File: src/hw/rtl/llap_rd_pkg.sv
// Shared types, codes and the CRC step function of the receive deframer.
package llap_rd_pkg;

    // Default largest number of bytes that one frame may hold.
    localparam int unsigned MAX_FRAME_BYTES_DEF = 1024;

    // Widths of the fields that travel on the channels.
    localparam int unsigned BYTE_W   = 8;
    localparam int unsigned LEN_W    = 11;
    localparam int unsigned CRC_W    = 16;
    localparam int unsigned STATUS_W = 4;

    // Escape codes on the serial link.
    localparam logic [BYTE_W-1:0] ESC_MARK    = 8'h00;
    localparam logic [BYTE_W-1:0] ESC_LITERAL = 8'hFF;
    localparam logic [BYTE_W-1:0] ESC_END     = 8'hFD;
    localparam logic [BYTE_W-1:0] ESC_FRAME   = 8'hFE;
    localparam logic [BYTE_W-1:0] ESC_ABORT   = 8'hFA;
    localparam logic [BYTE_W-1:0] ESC_DEV_CRC = 8'hFC;

    // Control frame types.
    localparam logic [BYTE_W-1:0] CODE_ENQ = 8'h81;
    localparam logic [BYTE_W-1:0] CODE_ACK = 8'h82;
    localparam logic [BYTE_W-1:0] CODE_CTS = 8'h85;

    // CRC start value and the residue of a frame that checks good.
    localparam logic [CRC_W-1:0] CRC_INIT    = 16'hFFFF;
    localparam logic [CRC_W-1:0] CRC_RESIDUE = 16'hF0B8;

    // A control frame holds exactly this many bytes.
    localparam int unsigned CTRL_FRAME_BYTES = 5;

    // Register byte addresses on the configuration port.
    localparam int unsigned CFG_ADDR_W = 3;
    localparam logic [CFG_ADDR_W-1:0] ADDR_NODE_ADDRESS     = 3'd0;
    localparam logic [CFG_ADDR_W-1:0] ADDR_AWAITING_ADDRESS = 3'd4;

    // End-of-frame status codes.
    typedef enum logic [STATUS_W-1:0] {
        ST_GOOD         = 4'd0,
        ST_BAD_CRC      = 4'd1,
        ST_SHORT        = 4'd2,
        ST_ENQ_REPLY    = 4'd3,
        ST_ACK_SEEN     = 4'd4,
        ST_CTRL_IGNORED = 4'd5,
        ST_FRAME_ERR    = 4'd6,
        ST_ABORT        = 4'd7,
        ST_DEV_CRC      = 4'd8,
        ST_UNKNOWN      = 4'd9,
        ST_OVERFLOW     = 4'd10
    } frame_status_t;

    // One byte step of the reflected CRC-CCITT.
    function automatic logic [CRC_W-1:0] crc_step(input logic [CRC_W-1:0] crc,
                                                  input logic [BYTE_W-1:0] data);
        logic [BYTE_W-1:0] d;
        logic [CRC_W-1:0]  wide;
        d    = data ^ crc[7:0];
        d    = d ^ (d << 4);
        wide = {8'h00, d};
        return {d, crc[15:8]} ^ (wide >> 4) ^ (wide << 3);
    endfunction

endpackage

File: src/hw/rtl/llap_rd_byte_if.sv
// Channel that carries one received link byte per item.
interface llap_rd_byte_if
    import llap_rd_pkg::*;
();
    logic              valid;
    logic              ready;
    logic [BYTE_W-1:0] rx_byte;

    modport source (output valid, output rx_byte, input ready);
    modport sink (input valid, input rx_byte, output ready);
endinterface

File: src/hw/rtl/llap_rd_result_if.sv
// Channel that carries one data byte or end-of-frame status per item.
interface llap_rd_result_if
    import llap_rd_pkg::*;
();
    logic                valid;
    logic                ready;
    logic                is_status;
    logic [BYTE_W-1:0]   data_byte;
    logic [STATUS_W-1:0] frame_status;
    logic [LEN_W-1:0]    frame_length;
    logic [BYTE_W-1:0]   reply_destination;

    modport source (output valid, output is_status, output data_byte, output frame_status,
                    output frame_length, output reply_destination, input ready);
    modport sink (input valid, input is_status, input data_byte, input frame_status,
                  input frame_length, input reply_destination, output ready);
endinterface

File: src/hw/rtl/llap_receive_deframer.sv
// Receive deframer: unescapes link bytes, checks the CRC and reports frame status.
//
// The block takes one raw link byte per item and returns at most one item for it:
// a data byte, or a status at the end of a frame. A byte is captured in an input
// register, processed against the frame state and lands in a result register;
// a new byte can be taken in every cycle while the result side keeps up. The rate
// is set by the frame state update (escape, CRC, count). Bytes past MAX_FRAME_BYTES
// are dropped and the frame then ends with the overflow status.
// node_address sits at byte address 0 and awaiting_address at address 4; write
// them only while no item is in flight.
module llap_receive_deframer
    import llap_rd_pkg::*;
#(
    parameter int unsigned MAX_FRAME_BYTES = MAX_FRAME_BYTES_DEF
) (
    input  logic                  clk,
    input  logic                  rst_n,
    llap_rd_byte_if.sink          rx,
    llap_rd_result_if.source      res,
    input  logic                  psel,
    input  logic                  penable,
    input  logic                  pwrite,
    input  logic [CFG_ADDR_W-1:0] paddr,
    input  logic [31:0]           pwdata,
    output logic [31:0]           prdata,
    output logic                  pready
);

    localparam int unsigned CNT_W = $clog2(MAX_FRAME_BYTES + 1);
    localparam logic [CNT_W-1:0] CNT_MAX  = CNT_W'(MAX_FRAME_BYTES);
    localparam logic [CNT_W-1:0] CNT_CTRL = CNT_W'(CTRL_FRAME_BYTES);

    // Configuration registers.
    logic [BYTE_W-1:0] node_address_reg;
    logic              awaiting_address_reg;
    logic              cfg_write;

    // Input stage.
    logic              in_valid_reg;
    logic [BYTE_W-1:0] in_byte_reg;
    logic              advance;

    // Frame state.
    logic              escape_pending_reg, escape_pending_next;
    logic [CNT_W-1:0]  byte_count_reg, byte_count_next;
    logic [CRC_W-1:0]  running_crc_reg, running_crc_next;
    logic [BYTE_W-1:0] source_field_reg, source_field_next;
    logic [BYTE_W-1:0] type_field_reg, type_field_next;
    logic              overflowed_reg, overflowed_next;

    // Result register.
    logic                res_valid_reg;
    logic                res_is_status_reg, res_is_status_next;
    logic [BYTE_W-1:0]   res_data_reg, res_data_next;
    frame_status_t       res_status_reg, res_status_next;
    logic [LEN_W-1:0]    res_length_reg, res_length_next;
    logic [BYTE_W-1:0]   res_dest_reg, res_dest_next;
    logic                emit;

    // Configuration port: always ready, written on the access cycle.
    assign pready    = 1'b1;
    assign cfg_write = psel && penable && pwrite && pready;

    always_ff @(posedge clk or negedge rst_n)
    begin
        if (!rst_n)
        begin
            node_address_reg     <= '0;
            awaiting_address_reg <= 1'b0;
        end
        else if (cfg_write)
        begin
            if (paddr[2] == ADDR_NODE_ADDRESS[2])
                node_address_reg <= pwdata[BYTE_W-1:0];
            else
                awaiting_address_reg <= pwdata[0];
        end
    end

    always_comb
    begin
        if (paddr[2] == ADDR_AWAITING_ADDRESS[2])
            prdata = {31'd0, awaiting_address_reg};
        else
            prdata = {24'd0, node_address_reg};
    end

    // The input stage moves on once the result register is free or being emptied.
    assign advance  = in_valid_reg && (!res_valid_reg || res.ready);
    assign rx.ready = !in_valid_reg || advance;

    always_ff @(posedge clk or negedge rst_n)
    begin
        if (!rst_n)
            in_valid_reg <= 1'b0;
        else if (rx.ready)
            in_valid_reg <= rx.valid;
    end

    always_ff @(posedge clk)
    begin
        if (rx.valid && rx.ready)
            in_byte_reg <= rx.rx_byte;
    end

    // Escape handling, CRC and classification of the byte in the input stage.
    always_comb
    begin
        escape_pending_next = escape_pending_reg;
        byte_count_next     = byte_count_reg;
        running_crc_next    = running_crc_reg;
        source_field_next   = source_field_reg;
        type_field_next     = type_field_reg;
        overflowed_next     = overflowed_reg;
        emit                = 1'b0;
        res_is_status_next  = 1'b0;
        res_data_next       = '0;
        res_status_next     = ST_GOOD;
        res_length_next     = '0;
        res_dest_next       = '0;

        if (in_byte_reg == ESC_MARK)
        begin
            escape_pending_next = 1'b1;
        end
        else if (!escape_pending_reg || in_byte_reg == ESC_LITERAL)
        begin
            // A data byte; an escaped literal stands for a zero byte.
            escape_pending_next = 1'b0;
            if (byte_count_reg >= CNT_MAX)
            begin
                overflowed_next = 1'b1;
            end
            else
            begin
                res_data_next    = escape_pending_reg ? ESC_MARK : in_byte_reg;
                running_crc_next = crc_step(running_crc_reg, res_data_next);
                if (byte_count_reg == CNT_W'(1))
                    source_field_next = res_data_next;
                else if (byte_count_reg == CNT_W'(2))
                    type_field_next = res_data_next;
                byte_count_next = byte_count_reg + CNT_W'(1);
                res_length_next = LEN_W'(byte_count_next);
                emit            = 1'b1;
            end
        end
        else
        begin
            // End of frame: report and go back to the idle frame state.
            emit               = 1'b1;
            res_is_status_next = 1'b1;
            res_length_next    = LEN_W'(byte_count_reg);
            if (overflowed_reg)
            begin
                res_status_next = ST_OVERFLOW;
            end
            else
            begin
                case (in_byte_reg)
                    ESC_END:
                    begin
                        if (byte_count_reg == CNT_CTRL &&
                            type_field_reg inside {[CODE_ENQ:CODE_CTS]})
                        begin
                            if (type_field_reg == CODE_ENQ && node_address_reg != '0 &&
                                source_field_reg == node_address_reg)
                            begin
                                res_status_next = ST_ENQ_REPLY;
                                res_dest_next   = source_field_reg;
                            end
                            else if (type_field_reg == CODE_ACK && awaiting_address_reg)
                                res_status_next = ST_ACK_SEEN;
                            else
                                res_status_next = ST_CTRL_IGNORED;
                        end
                        else if (byte_count_reg <= CNT_CTRL)
                            res_status_next = ST_SHORT;
                        else if (running_crc_reg == CRC_RESIDUE)
                            res_status_next = ST_GOOD;
                        else
                            res_status_next = ST_BAD_CRC;
                    end
                    ESC_FRAME:   res_status_next = ST_FRAME_ERR;
                    ESC_ABORT:   res_status_next = ST_ABORT;
                    ESC_DEV_CRC: res_status_next = ST_DEV_CRC;
                    default:     res_status_next = ST_UNKNOWN;
                endcase
            end
            escape_pending_next = 1'b0;
            byte_count_next     = '0;
            running_crc_next    = CRC_INIT;
            source_field_next   = '0;
            type_field_next     = '0;
            overflowed_next     = 1'b0;
        end
    end

    // Frame state register.
    always_ff @(posedge clk or negedge rst_n)
    begin
        if (!rst_n)
        begin
            escape_pending_reg <= 1'b0;
            byte_count_reg     <= '0;
            running_crc_reg    <= CRC_INIT;
            source_field_reg   <= '0;
            type_field_reg     <= '0;
            overflowed_reg     <= 1'b0;
        end
        else if (advance)
        begin
            escape_pending_reg <= escape_pending_next;
            byte_count_reg     <= byte_count_next;
            running_crc_reg    <= running_crc_next;
            source_field_reg   <= source_field_next;
            type_field_reg     <= type_field_next;
            overflowed_reg     <= overflowed_next;
        end
    end

    // Result register.
    always_ff @(posedge clk or negedge rst_n)
    begin
        if (!rst_n)
            res_valid_reg <= 1'b0;
        else if (advance)
            res_valid_reg <= emit;
        else if (res.ready)
            res_valid_reg <= 1'b0;
    end

    always_ff @(posedge clk)
    begin
        if (advance && emit)
        begin
            res_is_status_reg <= res_is_status_next;
            res_data_reg      <= res_data_next;
            res_status_reg    <= res_status_next;
            res_length_reg    <= res_length_next;
            res_dest_reg      <= res_dest_next;
        end
    end

    assign res.valid             = res_valid_reg;
    assign res.is_status         = res_is_status_reg;
    assign res.data_byte         = res_data_reg;
    assign res.frame_status      = res_status_reg;
    assign res.frame_length      = res_length_reg;
    assign res.reply_destination = res_dest_reg;

    // The byte count never runs past the frame limit.
    assert property (@(posedge clk) disable iff (!rst_n)
        byte_count_reg <= CNT_MAX)
    else $error("byte count beyond frame limit");

    // Overflow is only ever flagged on a full frame.
    assert property (@(posedge clk) disable iff (!rst_n)
        overflowed_reg |-> byte_count_reg == CNT_MAX)
    else $error("overflow flagged on a frame that is not full");

    // A status item leaves the frame state cleared.
    assert property (@(posedge clk) disable iff (!rst_n)
        advance && emit && res_is_status_next |=>
            byte_count_reg == '0 && running_crc_reg == CRC_INIT && !escape_pending_reg)
    else $error("frame state not cleared after frame end");

    // A zero byte arms the escape and gives no item.
    assert property (@(posedge clk) disable iff (!rst_n)
        advance && in_byte_reg == ESC_MARK |=> escape_pending_reg && !res_valid_reg)
    else $error("escape byte handled wrongly");

endmodule

File: src/flat_wrapper.sv
// flat-port wrapper written by rule: the top's interface ports become plain ports
module llap_receive_deframer_flat import llap_rd_pkg::*;
#(
    parameter int unsigned MAX_FRAME_BYTES = MAX_FRAME_BYTES_DEF
)
  (clk, rst_n, psel, penable, pwrite, paddr, pwdata, prdata, pready, rx_valid, rx_rx_byte, rx_ready, res_valid, res_is_status, res_data_byte, res_frame_status, res_frame_length, res_reply_destination, res_ready);
  llap_rd_byte_if rx_i ();
  llap_rd_result_if res_i ();
  input  logic clk;
  input  logic rst_n;
  input  logic psel;
  input  logic penable;
  input  logic pwrite;
  input  logic [CFG_ADDR_W-1:0] paddr;
  input  logic [31:0] pwdata;
  output logic [31:0] prdata;
  output logic pready;
  input wire logic [$bits(rx_i.valid)-1:0] rx_valid;
  input wire logic [$bits(rx_i.rx_byte)-1:0] rx_rx_byte;
  output wire logic [$bits(rx_i.ready)-1:0] rx_ready;
  output wire logic [$bits(res_i.valid)-1:0] res_valid;
  output wire logic [$bits(res_i.is_status)-1:0] res_is_status;
  output wire logic [$bits(res_i.data_byte)-1:0] res_data_byte;
  output wire logic [$bits(res_i.frame_status)-1:0] res_frame_status;
  output wire logic [$bits(res_i.frame_length)-1:0] res_frame_length;
  output wire logic [$bits(res_i.reply_destination)-1:0] res_reply_destination;
  input wire logic [$bits(res_i.ready)-1:0] res_ready;
  assign rx_i.valid = rx_valid;
  assign rx_i.rx_byte = rx_rx_byte;
  assign rx_ready = rx_i.ready;
  assign res_valid = res_i.valid;
  assign res_is_status = res_i.is_status;
  assign res_data_byte = res_i.data_byte;
  assign res_frame_status = res_i.frame_status;
  assign res_frame_length = res_i.frame_length;
  assign res_reply_destination = res_i.reply_destination;
  assign res_i.ready = res_ready;
  llap_receive_deframer #(.MAX_FRAME_BYTES(MAX_FRAME_BYTES)) u_core (.clk(clk), .rst_n(rst_n), .rx(rx_i), .res(res_i), .psel(psel), .penable(penable), .pwrite(pwrite), .paddr(paddr), .pwdata(pwdata), .prdata(prdata), .pready(pready));
endmodule
File: config.mk
export PLATFORM = sky130hd
export DESIGN_NAME = llap_receive_deframer_flat
export DESIGN_NICKNAME = d
export VERILOG_FILES = /design/src/hw/rtl/llap_rd_pkg.sv /design/src/hw/rtl/llap_rd_byte_if.sv /design/src/hw/rtl/llap_rd_result_if.sv /design/src/hw/rtl/llap_receive_deframer.sv /design/src/flat_wrapper.sv
export SDC_FILE = /design/constraint.sdc
export NUM_CORES = 1
export LEC_CHECK = 0
export ABC_AREA = 1
export BUFFER_PORTS_ARGS = -buffer_cell sky130_fd_sc_hd__buf_2
export CORE_ASPECT_RATIO = 0.6
export CORE_UTILIZATION = 58
export DETAILED_ROUTE_END_ITERATION = 7
export MAX_ROUTING_LAYER = met4
export PLACE_DENSITY = 0.85
export SLEW_MARGIN = 20
export SYNTH_ARGS = -nofsm -noshare
export SYNTH_HDL_FRONTEND = slang
export SYNTH_SLANG_ARGS = --single-unit
File: constraint.sdc
create_clock -name clk -period 2.9 [get_ports clk]
set_input_delay 0.58 -clock clk [delete_from_list [all_inputs] [get_ports clk]]
set_output_delay 0.58 -clock clk [all_outputs]
set_load 0.05 [all_outputs]
# ---- Yosys cells after proc, flatten, opt, wreduce, memory -nomap -nowiden
# Index checks and enable logic that the tools add are counted.
dict set report word_totals {
  reg_bits 96
  elab_cells 109
}
dict set report op_classes {
  add_sub_neg 1
  n_lt_le_gt_ge 4
  eq_ne 17
  n_mux 31
  bitwise 10
  reduce_logical 29
}
# operator count
set ops {}
lappend ops {{8-bit 2-to-1 mux} 9}
lappend ops {{8-bit equality test (second input constant)} 7}
lappend ops {{11-bit 2-to-1 mux} 4}
lappend ops {{16-bit 2-to-1 mux} 2}
lappend ops {{16-bit equality test (second input constant)} 1}
lappend ops {{4-bit 2-to-1 mux} 4}
lappend ops {{4-bit one-hot mux with 4 select lines} 1}
lappend ops {{16-bit by 11-bit bitwise XOR with 16-bit output} 1}
lappend ops {{16-bit by 4-bit bitwise XOR with 16-bit output} 1}
lappend ops {{8-bit bitwise XOR} 2}
lappend ops {{11-bit by 1-bit adder with 11-bit output (second input constant)} 1}
lappend ops {{11-bit by 1-bit equality test with 1-bit output (second input constant)} 1}
lappend ops {{11-bit by 2-bit equality test with 1-bit output (second input constant)} 1}
lappend ops {{11-bit by 3-bit equality test with 1-bit output (second input constant)} 1}
lappend ops {{11-bit >= comparator (second input constant)} 1}
lappend ops {{11-bit by 3-bit less-or-equal comparator with 1-bit output (second input constant)} 1}
lappend ops {{1-bit 2-to-1 mux} 11}
lappend ops {{1-bit logical AND} 10}
lappend ops {{2-bit != test (second input constant)} 5}
lappend ops {{8-bit equality test} 1}
lappend ops {{8-bit >= comparator (second input constant)} 1}
lappend ops {{8-bit less-or-equal comparator (second input constant)} 1}
lappend ops {{8-bit zero test} 1}
lappend ops {{8-bit nonzero test} 1}
lappend ops {{other kinds (11)} 23}

# ---- Logic depth before layout (Yosys ltp)
# Gate-level depths: netlist (run 1).
dict set report depth {
  word_depth 7
  depth_mapped 12
  depth_no_buf 12
}

# ---- Worst setup path after synthesis (run 1)
# OpenSTA, ideal clock, no wires.
dict set report synth_timing {
  kind {input to output}
  startpoint {input paddr[2]}
  endpoint {output prdata[0]}
  arrival_time_ps 1882
  t_required_ps 2320
  path_slack_ps 438
  cell_stages 2
  path_buffers 1
  cell_sequence {clkbuf_1 -> o21ai_0}
}
dict set report synth_via {
  elab_chain_len 1
}
# item line
set synth_lines {}
lappend synth_lines {{start, declared} flat_wrapper.sv:14} ;# input logic [CFG_ADDR_W-1:0] paddr;
lappend synth_lines {{8-bit 2-to-1 mux} llap_receive_deframer.sv:82} ;# if (paddr[2] == ADDR_AWAITING_ADDRESS[2])
lappend synth_lines {{end, declared} flat_wrapper.sv:16} ;# output logic [31:0] prdata;
# No other way between the ends.

# ---- Final worst setup path (run 1)
dict set report layout_timing {
  startpoint {register u_core.in_byte_reg[6]}
  endpoint {register u_core.running_crc_reg[10]}
}
dict set report layout_via {
  elab_chain_len 4
  elab_cells_between_ends 7
  classes_between {2 x eq/ne; 1 x mux; 1 x bitwise; 3 x reduce/logical}
}
# item line
set layout_lines {}
lappend layout_lines {{start, declared} llap_receive_deframer.sv:40} ;# logic [BYTE_W-1:0] in_byte_reg;
lappend layout_lines {{start signal, assigned} llap_receive_deframer.sv:103} ;# in_byte_reg <= rx.rx_byte;
lappend layout_lines {{8-bit equality test} llap_receive_deframer.sv:126} ;# else if (!escape_pending_reg || in_byte_reg == ESC_LITERAL)
lappend layout_lines {{1-bit logical OR} llap_receive_deframer.sv:126}
lappend layout_lines {{2-bit != test (no line)} --}
lappend layout_lines {{3-bit AND reduction (no line)} --}
lappend layout_lines {{end signal, assigned} llap_receive_deframer.sv:214} ;# running_crc_reg <= running_crc_next;
lappend layout_lines {{end, declared} llap_receive_deframer.sv:46} ;# logic [CRC_W-1:0] running_crc_reg, running_crc_next;
# Several ways; a longest one is shown, not always the timed one.
# A chain may end at the register's enable or synchronous reset.

==> results of run 1 <==
-- per-stage QoR --
step	instance area, um2	instances	util	total power [uW]	worst slack (ns)
final	5650	740	0.694	5540	0.598
after global routing	5650	740	0.694	5820	0.479
after floorplan	5100	584	-	3790	0.438
after global placement	5340	724	0.657	4150	0.801
after CTS	5650	740	0.694	5520	0.659
after detailed placement	5340	724	0.657	4250	0.701
-- worst register-to-register path: stages, from the launching register on --
cell and delay (ns):
edfxtp_1 0.40, nand4_1 0.23, nor2_2 0.26, nand2_2 0.11
a21oi_4 0.24, nand2_1 0.08, nor2_1 0.69, a21oi_1 0.19
-- final timing paths --
check | cells past startpoint | start | slack, ns | to
worst max-delay path | 7 | u_core.in_byte_reg[6] | 0.60 | u_core.running_crc_reg[10]
worst min-delay path | 1 | rst_n | 0.39 | u_core.awaiting_address_reg
worst max register to register | 7 | u_core.in_byte_reg[6] | 0.60 | u_core.running_crc_reg[10]
worst min register to register | 2 | u_core.running_crc_reg[8] | 0.49 | u_core.running_crc_reg[8]
max in group asynchronous | 2 | rst_n | 1.70 | u_core.running_crc_reg[5]
min in group clk | 1 | rx_rx_byte[3] | 0.41 | u_core.in_byte_reg[3]
-- placed cells by master (no fill, tap or decap), types with 4 or more instances in the layout --
cell type / count
nand2_1: 113
nor2_1: 72
inv_1: 66
buf_2: 65
dfrtp_1: 40
edfxtp_1: 40
o21ai_0: 31
nand3_1: 30
conb_1: 25
a21oi_1: 21
dfstp_2: 16
o22ai_1: 14
o21ai_1: 13
nand4_1: 10
xor2_1: 10
clkbuf_16: 9
xnor2_1: 6
nor2_2: 5
nand2_4: 5
ha_1: 4
clkbuf_1: 4
buf_4: 4
-- logic make-up after synthesis --
kind of cell	after synthesis	synth area share
AO/OA/AOI/OAI	86	0.0946
XOR/XNOR	22	0.0542
AND/OR/NAND/NOR	243	0.210
other	2	0.00150
flip-flops	96	0.523
buffers and inverters	108	0.106
adder cells (fa/ha/maj)	4	0.00999
-- layer usage --
layer	vias to the layer above	global-route usage	wire (um)
met2	218	0.421	5310
met1	1900	0.378	4950
li1	1902	-	-
met3	26	0.0813	1180
met5	-	-	0
met4	0	0.0892	193
-- final cells by class --
| class | count | area [um2] |
|---|---|---|
| Fill cell | 616 | 2480 |
| Timing Repair Buffer | 70 | 375 |
| Sequential cell | 96 | 2620 |
| Clock inverter | 3 | 67.6 |
| Inverter | 70 | 265 |
| Multi-Input combinational cell | 380 | 1940 |
| Tap cell | 108 | 135 |
| Clock buffer | 13 | 240 |
-- power breakdown --
| group | switching, uW | total, uW | internal (uW) |
|---|---|---|---|
| Sequential | 287 | 2150 | 1860 |
| Clock | 480 | 1240 | 757 |
| Combinational | 1520 | 2150 | 636 |
| Total | 2280 | 5540 | 3250 |
==> out/results.ini, run 1 <==
[status]
status = finished clean

[timing]
timing.hold.ws_ns = 0.389
rsz0062_at_grt = false
period_needed_ns = 2.30
clock-skew-final_ns = 0.00591
fmax_ghz = 0.434
tns_ns = 0
hold_violations = 0
post-route-period-util = 0.794
setup_viol = 0
tightest_slew_ns = 0.984
slew_headroom = 0.344
drv_slew = 0

[floorplan]
io_pins = 117
die_w_um = 122
die_y_um = 74
die-area_mm2 = 0.00903
design.core.area_mm2 = 0.00813
rows = 25
start_util = 0.616

[setup_path]
arrival_ns = 2.54
path_cells = nand4_1 > nor2_2 > nand2_2 > a21oi_4 > nand2_1 > nor2_1 > a21oi_1
critPathRequiredTime_ns = 3.14
crit_slowest_cell = nor2_1
criticalPathCategory = flop to flop
cp_num_buf_inv = 0
path_max_fanout = 12
slowest_delay_ns = 0.69
end_kind = flop
crit_family = simple AND/OR/NAND/NOR gates
startpoint_type = flop

[clock_tree]
cts_setup_buffers = 0
cts_made_buffers = 9
cts_sinks = 96
root_buffer = clkbuf_16
cts_max_path_buffers = 2
cts_tree = done
clk_latency_ns = 0.35
cts-resized-gates = 0
cts_hold_buf = 0
clk_pin_slew_ns = 0.06
cts_max_level = 3

[synthesis]
netlist.area_leader.share = 0.240
netlist_top_cells_count = nand2_1, nor2_1, inv_1
synth.distinct_cells = 42
synth_edf_count = 40
ys_seq_elements = 96
avgSynthCellArea_um2 = 8.93
synthCells = 561
synth-main-ff-cell = edfxtp_1
synth_area_mm2 = 0.00501
synth_top_area_cell = edfxtp_1
ys_seq_area_frac = 0.523
synth_most_common_cell = nand2_1
synthArstFlopShare = 0.583
synth_warnings = 0
ys_top_cells_by_area = edfxtp_1, dfrtp_1, nand2_1, dfstp_2, nor2_1

[final_layout]
fin_nets = 681
largest_reg_flops = 16
diodes = 0
drive_gt1_frac = 0.195
syn_to_final_growth_pct = 12.7

[grt]
gr-total-overflow = 0
grt.total_usage = 0.283
antenna_found_initial = 0
grt_pass1_wl_um = 18200
grt_max_degree = 43
grt_pass1_vias = 3751

[route]
drt-initial-drc-count = 551
antenna_left = 0
routedWlPerCell_um = 15.7
vias_per_cell = 5.47
vias = 4046
routed_wl_um = 11600
drc = 0
dr.pass1.iters = 6

[placed_design]
gp_congestion = 0.921
hpwl_um = 8350
io_buffer_count = 65

[pwr]
ir_drop_uv = 563
power_density_mw_per_mm2 = 980
leakage_uw = 0.00264

[job]
maxCapViolations = 0

[hold_path]
hold_class = input pin to async pin

(Power assumes the default switching activity.)
==> run 2: changes to the inputs <==
Settings changed: CORE_UTILIZATION 58 to 49, PLACE_DENSITY 0.85 to 0.77.
Clock period 2.9 ns to 1.9 ns, I/O delays scaled along.
==> run 2 against run 1 <==
Effect of this change: cell count is 5.3% higher; total power increased by 54%; utilization decreased by 10 points; routed wire length down 5.0%; sequential power up 52%; critical path type unchanged.
==> out/results.ini, run 2 (synthesized netlist as in run 1, its figures left out) <==
[status]
status = finished clean

[clock_tree]
cts_max_path_buffers = 2
clk_latency_ns = 0.35
cts_sinks = 96
cts_made_buffers = 9
clk_pin_slew_ns = 0.06
cts_tree = done
cts_max_level = 3
root_buffer = clkbuf_16

[final_layout]
fillers = 832
syn_to_final_growth_pct = 16.7
drive_gt1_frac = 0.227
largest_reg_flops = 16
diodes = 0
final_common_cell = nand2_1
fin_nets = 693
final_cell_mix = nand2_1, nor2_1, buf_2
postLayoutCoreUtil = 0.592

[pwr]
switchingPower_uw = 3470
internal_power_uw = 5070
netSwitchingFraction = 0.406
power_density_mw_per_mm2 = 1460
power_uw = 8540
p_clk_frac = 0.221
p_comb_frac = 0.397
seq_power_share = 0.382
ir_drop_uv = 1010
leakage_uw = 0.00272

[grt]
grt_pass1_wl_um = 17700
grt_max_degree = 28
grt_pass1_vias = 3542
gr-total-overflow = 0
antenna_found_initial = 0
grt.total_usage = 0.227

[setup_path]
path_max_fanout = 8
path_cells = nand4_1 > nor2_2 > nand3_1 > inv_1 > nand2_1 > nor2_1 > nand3_2 > nor2_1
critPathRequiredTime_ns = 2.10
slowest_delay_ns = 0.38
startpoint_type = flop
crit_family = simple AND/OR/NAND/NOR gates
r2r.worst_path.cells = 8
worstReg2RegEnd = u_core.res.reply_destination[7]
reg2reg_slack_ns = 0.08
criticalPathCategory = flop to flop
arrival_ns = 2.02
end_kind = flop
crit_slowest_cell = edfxtp_1
cp_num_buf_inv = 1
cpMostUsedCell = nor2_1
worst_r2r_startpoint = u_core.in_byte_reg[5]

[route]
routedWlPerCell_um = 14.2
routed.top_layer = met4
dr_wl_met3_um = 976
vias_per_cell = 5.13
wl_met1_um = 5390
routed_wl_um = 11000
drc = 0
met2_length_um = 4560
vias = 4000
dr.pass1.iters = 5
drt-initial-drc-count = 351
antenna_left = 0

[floorplan]
die_y_um = 80.3
io_pins = 117
die_w_um = 133
start_util = 0.507
rows = 28
die-area_mm2 = 0.0106
design.core.area_mm2 = 0.00988

[timing]
drv_slew = 0
post-route-period-util = 0.958
slew_headroom = 0.528
period_needed_ns = 1.82
rsz0062_at_grt = true
fmax_ghz = 0.550
tightest_slew_ns = 0.699
clock-skew-final_ns = 0.00430
setup_viol = 0
hold_violations = 0

[hold_path]
hold_class = input pin to async pin

[placed_design]
io_buffer_count = 65
hpwl_um = 8210
gp_congestion = 0.907

[job]
maxCapViolations = 0

## run 2: cell types whose count changed in the layout (fill, tap and decap cells not counted), moves of 3 or more
cell	delta
buf_4	+8
nor2_1	-5
nor2_2	+4
buf_12	+3
inv_1	-3
inv_2	+3
## run 2: worst max path at each step
stage | slack [ns] | from | endpoint | cells after the start
4_1_cts | 0.05 | u_core.in_byte_reg[3] | u_core.res.frame_length[1] | 7
3_3_place_gp | 0.14 | u_core.in_byte_reg[3] | u_core.res.frame_length[1] | 7
3_5_place_dp | 0.06 | u_core.in_byte_reg[5] | u_core.res.frame_length[1] | 7
6_report | 0.08 | u_core.in_byte_reg[5] | u_core.res.reply_destination[7] | 8
2_1_floorplan | 0.05 | u_core.res.valid | u_core.res.data_byte[0] | 6
5_1_grt | -0.01 | u_core.byte_count_reg[6] | u_core.res.reply_destination[7] | 9
## run 2: power by group through the flow
stage          logic, uW  clock network (uW)  registers [uW]
6_report            3390                1890            3260
5_1_grt             3720                1990            3320
4_1_cts             3340                1910            3250
3_5_place_dp        3320                   0            3280
3_3_place_gp        3220                   0            3250
2_1_floorplan       2190                   0            3590
## run 2: cell type report
| type | count | area (um2) | share of cell area |
|---|---|---|---|
| Sequential cell | 96 | 2620 | 0.449 |
| Tap cell | 135 | 169 | 0.0289 |
| Clock inverter | 4 | 71.3 | 0.0122 |
| Timing Repair Buffer | 82 | 507 | 0.0867 |
| Inverter | 70 | 265 | 0.0454 |
| Clock buffer | 12 | 236 | 0.0405 |
| Multi-Input combinational cell | 380 | 1970 | 0.338 |
## run 2: per-layer routing
metal,vias up,global-route usage
met3,13,0.0568
met4,0,0.0667
met1,1896,0.322
li1,1923,-
met5,-,-
met2,168,0.321
## run 2: per-stage QoR
| stage | setup TNS (ns) | instance area (um2) | hold WS (ns) | std cells | setup slack [ns] |
|---|---|---|---|---|---|
| 4_1_cts | 0 | 5800 | 0.0259 | 778 | 0.0472 |
| 3_5_place_dp | 0 | 5490 | 0.394 | 762 | 0.0636 |
| 2_1_floorplan | 0 | 5100 | 0.0844 | 584 | 0.0475 |
| 5_1_grt | -0.0308 | 5850 | 0.0543 | 779 | -0.0141 |
| 6_report | 0 | 5850 | 0.00900 | 779 | 0.0807 |
| 3_3_place_gp | 0 | 5490 | 0.391 | 762 | 0.139 |
## run 2: repair_timing
action	in CTS	in global routing
buffers inserted	0	1
gates resized for setup	0	14
endpoints found under the setup margin	0	37
hold buffers	0	0
==> run 3: changes to the inputs <==
Settings changed: ABC_AREA 1 to 0, CORE_UTILIZATION 49 to 40, PLACE_DENSITY 0.77 to not set.
==> run 3 against run 2 <==
Effect of this change: the run now ends with negative setup slack left; clock power shrank 10%; critical endpoint is now u_core.type_field_reg[0]; cell area grew 18%; routed wire length grew 22%; register-to-register slack lost 0.22 ns; fmax shrank 11%; largest cell class unchanged.
==> out/results.ini, run 3 <==
[setup_path]
slowest_delay_ns = 0.59
startpoint_type = flop
r2r.worst_path.cells = 6
path_max_fanout = 8
reg2reg_slack_ns = -0.14
end_kind = flop
worstReg2RegEnd = u_core.type_field_reg[0]
worst_r2r_startpoint = u_core.in_byte_reg[5]
path_cells = or4_4 > o211ai_4 > buf_12 > a21oi_4 > buf_12 > mux2_4
arrival_ns = 2.27
critPathRequiredTime_ns = 2.13
crit_slowest_cell = or4_4
cpMostUsedCell = buf_12
criticalPathCategory = flop to flop

[timing]
slew_headroom = 0.649
setup_slack_ns = -0.143
period_needed_ns = 2.04
setup_viol = 72
hold_violations = 0
tns_ns = -3.87
rsz0062_at_grt = true
clock-skew-final_ns = 0.00950
post-route-period-util = 1.08
drv_slew = 0
tightest_slew_ns = 0.525
fmax_ghz = 0.489

[synthesis]
ys_top_cells_by_area = edfxtp_1, dfrtp_1, dfstp_2, buf_4, xnor2_1
ys_seq_elements = 96
synth.distinct_cells = 63
netlist.area_leader.share = 0.235
synthCells = 476
netlist_top_cells_count = dfrtp_1, edfxtp_1, nor2_1
synth_area_mm2 = 0.00512
synth-main-ff-cell = edfxtp_1
avgSynthCellArea_um2 = 10.8
synthArstFlopShare = 0.583
synth_edf_count = 40
ys_seq_area_frac = 0.512
synth_top_area_cell = edfxtp_1
synth_warnings = 0

[final_layout]
multi_input_area_mm2 = 0.00258
fillers = 1063
diodes = 0
fin_nets = 675
syn_to_final_growth_pct = 35.2
drive_gt1_frac = 0.460
final_common_cell = buf_4
largest_reg_flops = 16
regArea_mm2 = 0.00262
final_cell_mix = buf_4, buf_2, dfrtp_1, edfxtp_1, nor2_1
final_cells = 791

[clock_tree]
clk_latency_ns = 0.35
root_buffer = clkbuf_16
cts_hold_buf = 0
cts_max_path_buffers = 2
cts_max_level = 3
cts_made_buffers = 9
cts_sinks = 96
clk_pin_slew_ns = 0.07
cts_tree = done

[pwr]
internal_power_uw = 5410
power_uw = 8750
p_clk_frac = 0.194
seq_power_share = 0.370
leakage_uw = 0.00290
p_comb_frac = 0.436
power_density_mw_per_mm2 = 1260
switchingPower_uw = 3340
netSwitchingFraction = 0.381
ir_drop_uv = 661

[grt]
gr-total-overflow = 0
grt_max_degree = 57
grt.total_usage = 0.216
grt_pass1_vias = 3804
antenna_found_initial = 0
grt_pass1_wl_um = 20900

[route]
routedWlPerCell_um = 17.1
routed_wl_um = 13500
drt-initial-drc-count = 459
dr.pass1.iters = 5
vias = 4155
antenna_left = 0
drc = 0
vias_per_cell = 5.25

[hold_path]
hold_class = input pin to async pin

[placed_design]
dp_cells = 757
hpwl_um = 9520
gp_congestion = 0.876
io_buffer_count = 65

[floorplan]
io_pins = 117
die_w_um = 148
die_y_um = 89.6
design.core.area_mm2 = 0.0123
rows = 31
start_util = 0.418
die-area_mm2 = 0.0133

[status]
violations = negative setup slack
status = finished with violations

[job]
maxCapViolations = 0

## run 3: cell count changes after synthesis, moves of 12 or more
cell and delta:
nand2_1 -83, inv_1 -60, nor2_1 -33, nand3_1 -21
and2_1 +19, nor2b_1 +15, xnor2_1 +15, o22ai_1 -14
a21oi_1 +12, o21ai_1 -12
## run 3: worst max-delay path: cells and delay by family, from the launching register on
kind | cells | cell delay (ns)
buf+inv | 2 | 0.29
simple gates | 1 | 0.59
flops | 1 | 0.40
compound gates | 2 | 0.34
mux | 1 | 0.29
## run 3: metal layers
metal | global-route usage | routed length (um) | up-vias | part of all wire
met4 | 0.0534 | 123 | 0 | 0.0091
met3 | 0.0434 | 884 | 13 | 0.066
met1 | 0.318 | 6920 | 2035 | 0.51
met2 | 0.300 | 5560 | 164 | 0.41
met5 | - | 0 | - | 0
li1 | - | - | 1943 | -
## run 3: area by class of cell
class / instances / area share
sequential: 96 / 0.379
multi-input combinational: 349 / 0.373
timing repair buffer: 158 / 0.174
clock buffer: 11 / 0.0336
tap: 165 / 0.0298
clock inverter: 5 / 0.00596
inverter: 7 / 0.00488
## run 3: worst max path at each step
stage / start / endpoint / slack (ns) / cells after the start
6_report: u_core.in_byte_reg[5] / u_core.type_field_reg[0] / -0.14 / 6
5_1_grt: u_core.in_byte_reg[5] / u_core.type_field_reg[4] / -0.19 / 6
4_1_cts: u_core.in_byte_reg[0] / u_core.res.reply_destination[0] / -0.14 / 7
3_5_place_dp: res_ready / u_core.byte_count_reg[2] / -0.14 / 6
3_3_place_gp: res_ready / u_core.byte_count_reg[2] / -0.14 / 6
2_1_floorplan: u_core.in_byte_reg[4] / u_core.res.reply_destination[0] / -0.006 / 5
## run 3: logic make-up (layout without fill, tap and decap cells)
kind of cell               Yosys count  after routing  synth area share
adders and majority gates            4              4           0.00977
xor gates and xnor gates            37             37            0.0633
buffers and inverters               54            181            0.0652
muxes                               19             19            0.0476
DFF                                 96             96             0.512
AOI/OAI and AO/OA                   99             99             0.123
other                                2             25           0.00147
and+or+nand+nor                    165            165             0.177
## run 3: per-stage QoR
stage               hold slack, ns  setup WS, ns   util  cell area, um2
floorplan                   0.0844      -0.00596      -            5220
global placement             0.406        -0.136  0.494            6060
detailed placement           0.408        -0.141  0.494            6060
CTS                         0.0289        -0.142  0.540            6620
global route                0.0465        -0.185  0.565            6920
finish                      0.0248        -0.143  0.565            6920
## run 3: power groups by stage
stage,sequential (uW),clock [uW],combinational (uW)
CTS,3200,1750,3450
global route,3290,1810,4110
detailed placement,3220,0,3260
floorplan,3460,0,1970
finish,3240,1700,3810
global placement,3210,0,3200
## run 3: what timing repair did
item,4_1_cts,5_1_grt
cloned,3,0
gates resized for setup,34,77
setup endpoints to repair,83,93
hold endpoints to repair,0,0
pin swaps,10,41
setup buffers,12,11
